File: src/rtl/dbh_pkg.sv
// Shared types and constants for the dual byte hash block.
`timescale 1ns / 1ps

package dbh_pkg;

    localparam logic [31:0] MUR_MUL    = 32'h5bd1e995;
    localparam logic [31:0] SEED_RESET = 32'hF835E195;

    // Commands from the controller to the datapath
    typedef enum logic [3:0] {
        CMD_NONE,
        CMD_ACCEPT,
        CMD_MUL_K,
        CMD_MUL_K2,
        CMD_MUL_ACC,
        CMD_MIX_DONE,
        CMD_TAIL,
        CMD_FIN,
        CMD_OUT
    } t_cmd;

    // Status of the byte being accepted, valid in the accept cycle
    typedef struct packed {
        logic empty;      // first byte of a key of length zero
        logic word_done;  // byte completes a 4-byte word
        logic last;       // byte ends the key
    } t_status;

endpackage

File: src/rtl/dbh_if.sv
// Valid/ready channel interfaces for key bytes and hash results.
`timescale 1ns / 1ps

interface dbh_byte_if;
    logic        valid;
    logic        ready;
    logic [7:0]  byte_value;
    logic [31:0] key_length;

    modport source(output valid, output byte_value, output key_length, input ready);
    modport sink(input valid, input byte_value, input key_length, output ready);
endinterface

interface dbh_hash_if;
    logic        valid;
    logic        ready;
    logic [63:0] hash_value;

    modport source(output valid, output hash_value, input ready);
    modport sink(input valid, input hash_value, output ready);
endinterface

File: src/rtl/dbh_datapath.sv
// Datapath: hash accumulators, word assembly, shared constant multiplier, result register.
`timescale 1ns / 1ps

module dbh_datapath (
    input  logic            i_clk,
    input  logic            i_rst_n,
    input  logic            i_cfg_wr_en,
    input  logic [31:0]     i_cfg_wr_data,
    input  dbh_pkg::t_cmd   i_cmd,
    input  logic [7:0]      i_byte,
    input  logic [31:0]     i_len,
    output dbh_pkg::t_status o_status,
    output logic [63:0]     o_hash
);

    logic [31:0] r_seed;
    logic [31:0] r_macc;
    logic [31:0] r_jacc;
    logic [23:0] r_word;
    logic [1:0]  r_phase;
    logic [31:0] r_left;
    logic        r_in_key;
    logic [31:0] r_k;
    logic [31:0] r_prod;
    logic [63:0] r_hash;

    logic [31:0] macc_cur;
    logic [31:0] jacc_cur;
    logic [23:0] word_cur;
    logic [1:0]  phase_cur;
    logic [31:0] left_cur;
    logic [23:0] word_ins;
    logic [31:0] mul_op;
    logic [31:0] mul_out;

    function automatic logic [31:0] jenkins_step(input logic [31:0] acc, input logic [7:0] b);
        logic [31:0] h;
        h = acc + {24'd0, b};
        h = h + (h << 10);
        h = h ^ (h >> 6);
        return h;
    endfunction

    function automatic logic [31:0] jenkins_final(input logic [31:0] acc);
        logic [31:0] h;
        h = acc + (acc << 3);
        h = h ^ (h >> 11);
        h = h + (h << 15);
        return h;
    endfunction

    // First byte of a key starts from fresh state
    always_comb begin
        if (r_in_key) begin
            macc_cur  = r_macc;
            jacc_cur  = r_jacc;
            word_cur  = r_word;
            phase_cur = r_phase;
            left_cur  = r_left;
        end else begin
            macc_cur  = r_seed ^ i_len;
            jacc_cur  = 32'd0;
            word_cur  = 24'd0;
            phase_cur = 2'd0;
            left_cur  = i_len;
        end
    end

    always_comb begin
        unique case (phase_cur)
            2'd0:    word_ins = {16'd0, i_byte};
            2'd1:    word_ins = {8'd0, i_byte, 8'd0};
            2'd2:    word_ins = {i_byte, 16'd0};
            default: word_ins = 24'd0;
        endcase
    end

    assign o_status.empty     = !r_in_key && (i_len == 32'd0);
    assign o_status.word_done = (phase_cur == 2'd3);
    assign o_status.last      = (left_cur == 32'd1);

    always_comb begin
        unique case (i_cmd)
            dbh_pkg::CMD_MUL_K:   mul_op = r_k;
            dbh_pkg::CMD_MUL_K2:  mul_op = r_prod ^ (r_prod >> 24);
            dbh_pkg::CMD_MUL_ACC: mul_op = r_macc;
            dbh_pkg::CMD_TAIL:    mul_op = r_macc ^ {8'd0, r_word};
            dbh_pkg::CMD_FIN:     mul_op = r_prod ^ (r_prod >> 13);
            default:              mul_op = r_macc;
        endcase
    end

    assign mul_out = mul_op * dbh_pkg::MUR_MUL;

    always_ff @(posedge i_clk) begin
        if (!i_rst_n) begin
            r_seed   <= dbh_pkg::SEED_RESET;
            r_phase  <= 2'd0;
            r_in_key <= 1'b0;
        end else begin
            if (i_cfg_wr_en) begin
                r_seed <= i_cfg_wr_data;
            end
            unique case (i_cmd)
                dbh_pkg::CMD_ACCEPT: begin
                    if (o_status.empty) begin
                        r_macc  <= r_seed;
                        r_jacc  <= 32'd0;
                        r_word  <= 24'd0;
                        r_phase <= 2'd0;
                    end else begin
                        r_jacc   <= jenkins_step(jacc_cur, i_byte);
                        r_macc   <= macc_cur;
                        r_left   <= left_cur - 32'd1;
                        r_in_key <= 1'b1;
                        if (o_status.word_done) begin
                            r_k     <= {i_byte, word_cur};
                            r_word  <= 24'd0;
                            r_phase <= 2'd0;
                        end else begin
                            r_word  <= word_cur | word_ins;
                            r_phase <= phase_cur + 2'd1;
                        end
                    end
                end
                dbh_pkg::CMD_MUL_K,
                dbh_pkg::CMD_MUL_K2,
                dbh_pkg::CMD_FIN: begin
                    r_prod <= mul_out;
                end
                dbh_pkg::CMD_MUL_ACC: begin
                    r_k    <= r_prod;
                    r_prod <= mul_out;
                end
                dbh_pkg::CMD_MIX_DONE: begin
                    r_macc <= r_prod ^ r_k;
                end
                dbh_pkg::CMD_TAIL: begin
                    r_prod <= (r_phase != 2'd0) ? mul_out : r_macc;
                    r_jacc <= jenkins_final(r_jacc);
                end
                dbh_pkg::CMD_OUT: begin
                    r_hash   <= {r_jacc, r_prod ^ (r_prod >> 15)};
                    r_in_key <= 1'b0;
                    r_phase  <= 2'd0;
                    r_word   <= 24'd0;
                end
                default: begin
                end
            endcase
        end
    end

    assign o_hash = r_hash;

endmodule

File: src/rtl/dbh_ctrl.sv
// Controller: sequences byte intake, word mixing, finalization and result handoff.
`timescale 1ns / 1ps

module dbh_ctrl (
    input  logic             i_clk,
    input  logic             i_rst_n,
    input  logic             i_in_valid,
    input  logic             i_out_ready,
    input  dbh_pkg::t_status i_status,
    output logic             o_in_ready,
    output logic             o_out_valid,
    output dbh_pkg::t_cmd    o_cmd
);

    typedef enum logic [2:0] {
        S_IDLE,
        S_MIX1,
        S_MIX2,
        S_MIX3,
        S_MIX4,
        S_TAIL,
        S_FIN,
        S_OUT
    } t_state;

    t_state r_state;
    logic   r_last;
    logic   r_out_valid;
    logic   accept;
    logic   out_free;

    assign o_in_ready  = (r_state == S_IDLE);
    assign accept      = o_in_ready && i_in_valid;
    assign out_free    = !r_out_valid || i_out_ready;
    assign o_out_valid = r_out_valid;

    always_comb begin
        unique case (r_state)
            S_IDLE:  o_cmd = accept ? dbh_pkg::CMD_ACCEPT : dbh_pkg::CMD_NONE;
            S_MIX1:  o_cmd = dbh_pkg::CMD_MUL_K;
            S_MIX2:  o_cmd = dbh_pkg::CMD_MUL_K2;
            S_MIX3:  o_cmd = dbh_pkg::CMD_MUL_ACC;
            S_MIX4:  o_cmd = dbh_pkg::CMD_MIX_DONE;
            S_TAIL:  o_cmd = dbh_pkg::CMD_TAIL;
            S_FIN:   o_cmd = dbh_pkg::CMD_FIN;
            S_OUT:   o_cmd = out_free ? dbh_pkg::CMD_OUT : dbh_pkg::CMD_NONE;
            default: o_cmd = dbh_pkg::CMD_NONE;
        endcase
    end

    always_ff @(posedge i_clk) begin
        if (!i_rst_n) begin
            r_state     <= S_IDLE;
            r_last      <= 1'b0;
            r_out_valid <= 1'b0;
        end else begin
            // Load a new result, or drop the one just taken
            if (r_state == S_OUT && out_free) begin
                r_out_valid <= 1'b1;
            end else if (r_out_valid && i_out_ready) begin
                r_out_valid <= 1'b0;
            end
            unique case (r_state)
                S_IDLE: begin
                    if (accept) begin
                        priority if (i_status.empty) begin
                            r_state <= S_TAIL;
                        end else if (i_status.word_done) begin
                            r_last  <= i_status.last;
                            r_state <= S_MIX1;
                        end else if (i_status.last) begin
                            r_state <= S_TAIL;
                        end else begin
                            r_state <= S_IDLE;
                        end
                    end
                end
                S_MIX1: r_state <= S_MIX2;
                S_MIX2: r_state <= S_MIX3;
                S_MIX3: r_state <= S_MIX4;
                S_MIX4: r_state <= r_last ? S_TAIL : S_IDLE;
                S_TAIL: r_state <= S_FIN;
                S_FIN:  r_state <= S_OUT;
                S_OUT: begin
                    if (out_free) begin
                        r_state <= S_IDLE;
                    end
                end
                default: r_state <= S_IDLE;
            endcase
        end
    end

endmodule

File: src/rtl/dual_byte_hash_64.sv
// Top level of the dual byte hash block: 64-bit key hash from a byte stream.
`timescale 1ns / 1ps

// Usage:
//   i_key is a valid/ready sink taking one key byte per transaction. The
//   first transaction of a key also carries the key length; later lengths
//   are ignored. A first transaction with length zero produces a result at
//   once and its byte is dropped.
//   o_hash is a valid/ready source giving one 64-bit transaction per key:
//   bits 63:32 one-at-a-time hash, bits 31:0 endian-neutral word hash.
//   i_cfg_wr_en/i_cfg_wr_data write the word-hash seed; write only while idle.
// Byte intake:
//   A byte that does not complete a 4-byte word leaves i_key ready for the
//   next byte. A byte that completes a word holds i_key off while the word
//   mix, states S_MIX1 to S_MIX4, runs three multiplies in turn through one
//   shared 32x32 constant multiplier.
// Finalization:
//   After the last byte (and the word mix, if it completes a word), states
//   S_TAIL, S_FIN, S_OUT finalize; the result is valid the cycle after S_OUT.
// Reset and stalls:
//   Reset restores the default seed and waits for a first byte. The result
//   sits in an output register; the next key's bytes are accepted while it
//   waits, and finalization holds until the register is free.

module dual_byte_hash_64 (
    input  logic         i_clk,
    input  logic         i_rst_n,
    input  logic         i_cfg_wr_en,
    input  logic [31:0]  i_cfg_wr_data,
    dbh_byte_if.sink     i_key,
    dbh_hash_if.source   o_hash
);

    dbh_pkg::t_cmd    cmd;
    dbh_pkg::t_status status;

    dbh_ctrl u_ctrl (
        .i_clk       (i_clk),
        .i_rst_n     (i_rst_n),
        .i_in_valid  (i_key.valid),
        .i_out_ready (o_hash.ready),
        .i_status    (status),
        .o_in_ready  (i_key.ready),
        .o_out_valid (o_hash.valid),
        .o_cmd       (cmd)
    );

    dbh_datapath u_datapath (
        .i_clk         (i_clk),
        .i_rst_n       (i_rst_n),
        .i_cfg_wr_en   (i_cfg_wr_en),
        .i_cfg_wr_data (i_cfg_wr_data),
        .i_cmd         (cmd),
        .i_byte        (i_key.byte_value),
        .i_len         (i_key.key_length),
        .o_status      (status),
        .o_hash        (o_hash.hash_value)
    );

endmodule

File: src/flat_wrapper.sv
// flat-port wrapper written by rule: the top's interface ports become plain ports
module dual_byte_hash_64_flat 
  (i_clk, i_rst_n, i_cfg_wr_en, i_cfg_wr_data, i_key_valid, i_key_byte_value, i_key_key_length, i_key_ready, o_hash_valid, o_hash_hash_value, o_hash_ready);
  dbh_byte_if i_key_i ();
  dbh_hash_if o_hash_i ();
  input  logic i_clk;
  input  logic i_rst_n;
  input  logic i_cfg_wr_en;
  input  logic [31:0] i_cfg_wr_data;
  input wire logic [$bits(i_key_i.valid)-1:0] i_key_valid;
  input wire logic [$bits(i_key_i.byte_value)-1:0] i_key_byte_value;
  input wire logic [$bits(i_key_i.key_length)-1:0] i_key_key_length;
  output wire logic [$bits(i_key_i.ready)-1:0] i_key_ready;
  output wire logic [$bits(o_hash_i.valid)-1:0] o_hash_valid;
  output wire logic [$bits(o_hash_i.hash_value)-1:0] o_hash_hash_value;
  input wire logic [$bits(o_hash_i.ready)-1:0] o_hash_ready;
  assign i_key_i.valid = i_key_valid;
  assign i_key_i.byte_value = i_key_byte_value;
  assign i_key_i.key_length = i_key_key_length;
  assign i_key_ready = i_key_i.ready;
  assign o_hash_valid = o_hash_i.valid;
  assign o_hash_hash_value = o_hash_i.hash_value;
  assign o_hash_i.ready = o_hash_ready;
  dual_byte_hash_64 u_core (.i_clk(i_clk), .i_rst_n(i_rst_n), .i_cfg_wr_en(i_cfg_wr_en), .i_cfg_wr_data(i_cfg_wr_data), .i_key(i_key_i), .o_hash(o_hash_i));
endmodule
File: config.mk
export PLATFORM = sky130hd
export DESIGN_NAME = dual_byte_hash_64_flat
export DESIGN_NICKNAME = d
export VERILOG_FILES = /design/src/rtl/dbh_pkg.sv /design/src/rtl/dbh_if.sv /design/src/rtl/dbh_datapath.sv /design/src/rtl/dbh_ctrl.sv /design/src/rtl/dual_byte_hash_64.sv /design/src/flat_wrapper.sv
export SDC_FILE = /design/constraint.sdc
export NUM_CORES = 1
export LEC_CHECK = 0
export BUFFER_PORTS_ARGS = -buffer_cell sky130_fd_sc_hd__buf_2
export CAP_MARGIN = 20
export CORE_MARGIN = 2
export CORE_UTILIZATION = 35
export DETAILED_ROUTE_END_ITERATION = 6
export GPL_ROUTABILITY_DRIVEN = 0
export SYNTH_ARGS = -nofsm -noshare
export SYNTH_HDL_FRONTEND = slang
export SYNTH_HIERARCHICAL = 1
export SYNTH_SLANG_ARGS = --single-unit
File: constraint.sdc
create_clock -name i_clk -period 18 [get_ports i_clk]
set_clock_uncertainty 0.1 [all_clocks]
set_input_delay 0.9 -clock i_clk [delete_from_list [all_inputs] [get_ports i_clk]]
set_output_delay 0.9 -clock i_clk [all_outputs]
set_load 0.02 [all_outputs]
==> key figures, run 1 <==
Status
  • Status: complete, no violations

Clock tree
  • Post-CTS setup buffer count: 0
  • CTS tree: yes
  • Clk Latency, worst-skew pair: 0.59 ns
  • Hold-fix buffers, CTS: 0
  • Total CTS buffers: 37
  • Clk sinks: 288
  • Clock transition at path regs: ~0.06 ns
  • H-tree depth: 2
  • CTS Buffer Depth: 3
  • Post-CTS sizing: 0
  • Clk root buf: clkbuf_16

Synth
  • Top cells by count, synth: inv_1, ha_1, nand2_1
  • Most used flip-flop cell after synthesis: edfxtp_1
  • Simple-gate portion of the synthesized area: 0.113
  • Post-synth top area cell: edfxtp_1
  • Post-Syn Instances: approximately 2800
  • Synth unique cells: 79
  • Syn avg cell area: slightly below 10 um2
  • Syn_nets: ~3400
  • Top-area cell type share of the netlist area: 0.272
  • Cell with the most instances after synthesis: inv_1
  • Post-synth EDFFs: around 250
  • Yosys warnings: 6
  • Synthesized flop and latch total: 288
  • Largest family of logic cells by synthesized area: adder cells
  • Async S/R FF share, synth: 0
  • Synth Area in Compound Gates: 0.115
  • Register area share after synthesis: 0.301
  • Post-Synth Adder-Cell Area: 0.268
  • Area contributors post-synth: edfxtp_1, ha_1, fa_1, xnor2_1, inv_1
  • Mux contribution to synthesized area: 0.0292
  • Mapped cell area: about 27000 um2
  • XOR/XNOR share of the synthesized area: 0.106

GRT
  • Initial antenna violation count: 3
  • Largest net degree at the start of global routing: 68
  • Number of global-route vias before repair: a little over 20000
  • GR Overflow Total: 0
  • First-pass GRT wire length: between 100000 and 150000 um
  • GRT Util Overall: 0.198

Worst setup path
  • Worst setup SP type: flop
  • Worst-path maximum fanout: between 40 and 50
  • Crit-path slowest cell: dfxtp_1
  • Worst setup path end: u_core/u_datapath/r_prod[31]
  • CP Class: flop to flop
  • Cell count along the critical path: 35
  • CP Buf/Inv Count: 8
  • Reg2Reg Depth: 35
  • Cell mode on critical path: inv_1
  • CP Capture Type: flop
  • CP arrival: 10.53 ns
  • Max incr delay on CP: ~0.60 ns
  • R2R Setup Slk: approximately 7.8 ns
  • CP delay by family, top: adder cells
  • WP data required: about 18 ns
  • RR Startpoint: u_core/u_ctrl/r_state[0]
  • Reg-to-Reg End: u_core/u_datapath/r_prod[31]
  • Worst setup startpoint: u_core/u_ctrl/r_state[0]

Placement
  • Port-buffer cells: around 140
  • DPL Wire Length: a little over 60000 um
  • Placed cells: between 3000 and 4000

STA
  • Worst-margin pin slew: around 1.2 ns
  • Fin. max-slew vios: 0
  • Maximum clock frequency: between 0.09 and 0.1 GHz
  • Final setup fails: 0
  • Tmin final: between 10 and 15 ns
  • Final hold violations: 0
  • RSZ-0062 raised after global routing: false
  • Period utilization: 0.569
  • Relative slew slack: 0.224
  • Total Negative Setup Slacks: 0 ns
  • Final hold slack: between 0.3 and 0.4 ns

Floorplan
  • Core area: about 77000 um2
  • Die ar.: 80600 um2
  • Io pins: ~140
  • Starting Density: 0.354
  • Die Span X: 284 um
  • Die Ht: between 200 and 300 um
  • Row cnt: 102

Worst hold path
  • Hold Path Origin: u_core/u_datapath/r_seed[28]
  • HP Class: flop to flop
  • Worst hold path depth: 2

Finish
  • Layout Nets: between 3000 and 4000
  • Layout cell share with drive strength beyond 1: 0.0986
  • Fill cell total of the finished layout: slightly below 8000
  • Final cell count without fillers: slightly above 4000
  • P&R area growth vs syn: 12.1%

Routing
  • Via density: between 5 and 6
  • Routed wire length: about 80000 um
  • DRC Markers: 0
  • Via count: about 21000
  • DR WL/cell: 20.0 um
  • DRT iter0 DRCs: around 1600
  • Post-route ant nets: 0
  • Drt pass-1 iters: 6

Flow run
  • Max-Cap Viols: 0
==> cells by family after synthesis <==
group	count (synthesis)
AOI/OAI and AO/OA	513
xor gates and xnor gates	325
adders and majority gates	477
buffers and inverters	487
DFF	288
muxes	78
and+or+nand+nor	659
==> worst min-delay path by stage <==
stage	endpoint	slack, ns
global placement	u_core/u_datapath/r_seed[2]	0.38
CTS	u_core/u_datapath/r_seed[31]	0.40
global route	u_core/u_datapath/r_seed[28]	0.42
detailed placement	u_core/u_datapath/r_seed[31]	0.38
finish	u_core/u_datapath/r_seed[28]	0.40
floorplan	u_core/u_datapath/o_hash[17]	0.32
==> metal layers <==
metal  global-route usage  wire, um
met5                    0         0
met4               0.0608      2480
met3               0.0328      6000
met2                0.323     37000
met1                0.269     35200
==> state kept, by name, summed over array words and instances, names as in the netlist, 2 cells and up <==
signal	count
u_core/u_datapath/r_macc	32
u_core/u_datapath/r_seed	32
u_core/u_datapath/r_phase	2
u_core/u_datapath/r_left	32
u_core/u_datapath/r_prod	32
u_core/u_ctrl/r_state	3
u_core/u_datapath/r_jacc	32
u_core/u_datapath/r_k	32
u_core/u_datapath/r_word	24
u_core/u_datapath/o_hash	64
==> worst register-to-register path, delay by kind of cell (launching register included) <==
kind	cells	cell delay [ns]
AND/OR/NAND/NOR	6	1.25
adder cells (fa/ha/maj)	9	3.98
flip-flops	1	0.60
XOR/XNOR	2	0.38
buffers and inverters	8	1.13
AO/OA/AOI/OAI	10	2.62
==> cell usage in the layout, fill, tap and decap left out, types with 20 or more instances in the layout <==
master     netlist  routed
clkbuf_16        0      38
dfxtp_1         40      39
xnor2_1        203     202
edfxtp_1       248     248
a21oi_1        130     130
ha_1           295     295
nor2_1         148     146
nand2_1        264     264
or3_1           23      23
nor3_1          37      36
buf_4            1      35
a22oi_1         20      20
o21ai_0        180     173
inv_1          395     395
nand3_1         31      31
buf_2            3     142
nor2b_1         44      44
a21o_1          34      34
mux2i_1         63      63
xor2_1         118     118
fa_1           182     182
==> cell type report <==
type	count	area (um2)	area share
Multi-Input combinational cell	2052	17400	0.565
Sequential cell	288	8250	0.269
Inverter	396	1490	0.0484
Tap cell	1040	1300	0.0424
Clock buffer	51	1040	0.0339
Timing Repair Buffer	179	1020	0.0332
Clock inverter	16	246	0.00803
Antenna cell	2	5.00	0.000163
==> per-stage QoR <==
step | cell area [um2] | setup WS (ns) | util
after global placement | 29400 | 7.78 | 0.379
after CTS | 30700 | 7.84 | 0.396
after global routing | 30700 | 7.10 | 0.396
after detailed placement | 29400 | 7.61 | 0.379
after floorplan | 27400 | 8.41 | -
final | 30700 | 7.77 | 0.396
Power of run 1 is left out: the tool's default activity adds up to more than one toggle a clock period on the data nets, which glitch-free logic cannot reach.
==> inputs of run 2 (changes only) <==
- ABC_AREA: not set -> 1
- clock period: 18 -> 9.8 ns (I/O delays scaled with it)
==> key figures, run 2 <==
Synth
  • Cell with the most instances after synthesis: nand2_1 (was inv_1)
  • Post-synth top area cell: edfxtp_1 (unchanged)
  • Post-synth EDFFs: 248 (unchanged)
  • Most used flip-flop cell after synthesis: edfxtp_1 (unchanged)
  • Async S/R FF share, synth: 0 (unchanged)
  • Mapped cell area: 28700 um2 (was 27400 um2)
  • Synthesized flop and latch total: 288 (unchanged)
  • Syn avg cell area: 8.20 um2 (was 9.69 um2)
  • Area contributors post-synth: edfxtp_1, ha_1, fa_1, nand2_1, inv_1 (was edfxtp_1, ha_1, fa_1, xnor2_1, inv_1)
  • Register area share after synthesis: 0.287 (was 0.301)
  • Top cells by count, synth: nand2_1, inv_1, ha_1 (was inv_1, ha_1, nand2_1)
  • Synth unique cells: 62 (was 79)
  • Yosys warnings: 6 (unchanged)
  • Post-Syn Instances: 3505 (was 2827)
  • Top-area cell type share of the netlist area: 0.259 (was 0.272)
  • Syn_nets: 4059 (was 3381)

Clock tree
  • Post-CTS setup buffer count: 0 (unchanged)
  • CTS tree: yes (unchanged)
  • H-tree depth: 2 (unchanged)
  • Total CTS buffers: 38 (was 37)
  • CTS Buffer Depth: 3 (unchanged)
  • Clk sinks: 288 (unchanged)
  • Clk Latency, worst-skew pair: 0.58 ns (was 0.59 ns)
  • Clock transition at path regs: 0.07 ns (was 0.06 ns)
  • Clk root buf: clkbuf_16 (unchanged)

Status
  • Status: complete, no violations (unchanged)

Flow run
  • Max-Cap Viols: 0 (unchanged)

Placement
  • DPL Wire Length: 74000 um (was 62200 um)
  • Port-buffer cells: 142 (unchanged)
  • Placed cells: 4668 (was 3953)

Worst setup path
  • RR Startpoint: u_core/u_ctrl/r_state[0] (unchanged)
  • CP Capture Type: flop (unchanged)
  • Worst-path maximum fanout: 8 (was 41)
  • CP arrival: 9.57 ns (was 10.53 ns)
  • WP data required: 10.02 ns (was 18.29 ns)
  • Max incr delay on CP: 0.76 ns (was 0.60 ns)
  • Worst setup startpoint: u_core/u_ctrl/r_state[0] (unchanged)
  • CP Class: flop to flop (unchanged)
  • Worst setup SP type: flop (unchanged)
  • CP Buf/Inv Count: 10 (was 8)
  • CP delay by family, top: adder cells (unchanged)
  • Crit-path slowest cell: nor4_1 (was dfxtp_1)

Routing
  • Via density: 5.04 (was 5.15)
  • DRC Markers: 0 (unchanged)
  • Drt pass-1 iters: 6 (unchanged)
  • Post-route ant nets: 0 (unchanged)
  • DR WL/cell: 19.6 um (was 20.0 um)
  • Via count: 23900 (was 20700)
  • Routed wire length: 92800 um (was 80700 um)
  • DRT iter0 DRCs: 2100 (was 1591)

Finish
  • Layout cell share with drive strength beyond 1: 0.0964 (was 0.0986)
  • Layout Nets: 4197 (was 3508)
  • Area of the multi-input gates: 17800 um2 (was 17400 um2)
  • Max reg flops: 64 (unchanged)
  • Final cell count without fillers: 4744 (was 4024)
  • FF/Latch Area: 8250 um2 (unchanged)
  • Highest-count cells in the layout ignoring fill and taps: nand2_1, inv_1, ha_1 (was inv_1, ha_1, nand2_1)
  • Most common cell after layout, fill and taps aside: nand2_1 (was inv_1)
  • P&R area growth vs syn: 11.8% (was 12.1%)
  • Fill cell total of the finished layout: 8406 (was 7771)

GRT
  • Largest net degree at the start of global routing: 65 (was 68)
  • GR Overflow Total: 0 (unchanged)
  • First-pass GRT wire length: 141000 um (was 123000 um)
  • Initial antenna violation count: 2 (was 3)
  • GRT Util Overall: 0.217 (was 0.198)
  • Number of global-route vias before repair: 23600 (was 20500)

Worst hold path
  • Hold Path Origin: i_cfg_wr_data[0] (was u_core/u_datapath/r_seed[28])
  • HP Class: input pin to flop (was flop to flop)

STA
  • Final hold slack: 0.0308 ns (was 0.399 ns)
  • Period utilization: 0.954 (was 0.569)
  • RSZ-0062 raised after global routing: false (unchanged)
  • Final setup fails: 0 (unchanged)
  • Total Negative Setup Slacks: 0 ns (unchanged)
  • Maximum clock frequency: 0.107 GHz (was 0.0977 GHz)
  • Worst-margin pin slew: 1.14 ns (was 1.16 ns)
  • Tmin final: 9.35 ns (was 10.23 ns)
  • Final hold violations: 0 (unchanged)
  • Fin. max-slew vios: 0 (unchanged)
  • Relative slew slack: 0.237 (was 0.224)

Floorplan
  • Die Ht: 290 um (was 284 um)
  • Io pins: 143 (unchanged)
  • Starting Density: 0.352 (was 0.354)
  • Row cnt: 105 (was 102)
  • Core area: 81700 um2 (was 77500 um2)
  • Die Span X: 290 um (was 284 um)
  • Die ar.: 84400 um2 (was 80600 um2)
[run 2: cell types whose count changed in the layout (fill, tap and decap cells not counted), sizes merged, moves of 20 or more]
cell | previous run | this run
inv | 398 | 647
nor2 | 149 | 291
a22oi | 20 | 0
xnor2 | 203 | 94
nand3 | 31 | 164
or3 | 24 | 0
nor2b | 44 | 0
nand2 | 264 | 698
mux2i | 63 | 9
a21oi | 132 | 188
or2 | 11 | 55
[run 2: tightest hold or removal path, cell delays in order]
cell,delay [ns]
buf_2,0.08
nand2_1,0.04
nand3_1,0.06
[run 2: layout make-up]
| class | instances | share of cell area |
|---|---|---|
| Multi-Input combinational cell | 2482 | 0.553 |
| Sequential cell | 288 | 0.257 |
| Inverter | 647 | 0.0758 |
| Tap cell | 1070 | 0.0417 |
| Timing Repair Buffer | 186 | 0.0342 |
| Clock buffer | 44 | 0.0313 |
| Clock inverter | 26 | 0.00694 |
| Antenna cell | 1 | 0.0000779 |
[run 2: through the flow]
stage	instance area (um2)	utilization	worst slack [ns]
6_report	32100	0.393	0.447
2_1_floorplan	28700	-	1.43
5_1_grt	32100	0.393	0.0574
3_3_place_gp	30800	0.377	0.422
3_5_place_dp	30800	0.377	0.403
4_1_cts	32000	0.392	0.360
[run 2: cell families (layout without fill, tap and decap cells)]
| kind of cell | Yosys count | after routing | synth area share |
|---|---|---|---|
| flops | 288 | 288 | 0.287 |
| xor+xnor | 225 | 225 | 0.0686 |
| simple gates | 1297 | 1297 | 0.195 |
| other cells | 0 | 1 | 0 |
| mux | 10 | 10 | 0.00353 |
| fa+ha+maj | 477 | 477 | 0.255 |
| buf+inv | 735 | 903 | 0.0977 |
| compound gates | 473 | 473 | 0.0929 |
[run 2: per-layer routing]
layer | wire, um | global-route usage
met1 | 39400 | 0.288
met2 | 43100 | 0.358
met3 | 6960 | 0.0361
met4 | 3310 | 0.0796
met5 | 25 | 0
[run 2: final timing paths]
| kind | end | slack (ns) | depth (start not counted) |
|---|---|---|---|
| worst max register to register | u_core/u_datapath/r_prod[31] | 0.45 | 36 |
| worst max-delay path | u_core/u_datapath/r_prod[31] | 0.45 | 36 |
| worst min-delay path | u_core/u_datapath/r_seed[0] | 0.03 | 3 |
| worst min register to register | u_core/u_datapath/r_seed[21] | 0.38 | 2 |
[run 2: repair_timing]
action,CTS,global route
resized for setup,0,3
hold buffers,2,0
setup endpoints to repair,0,3
hold endpoints to repair,2,0
Power of run 2 is left out for the same reason.
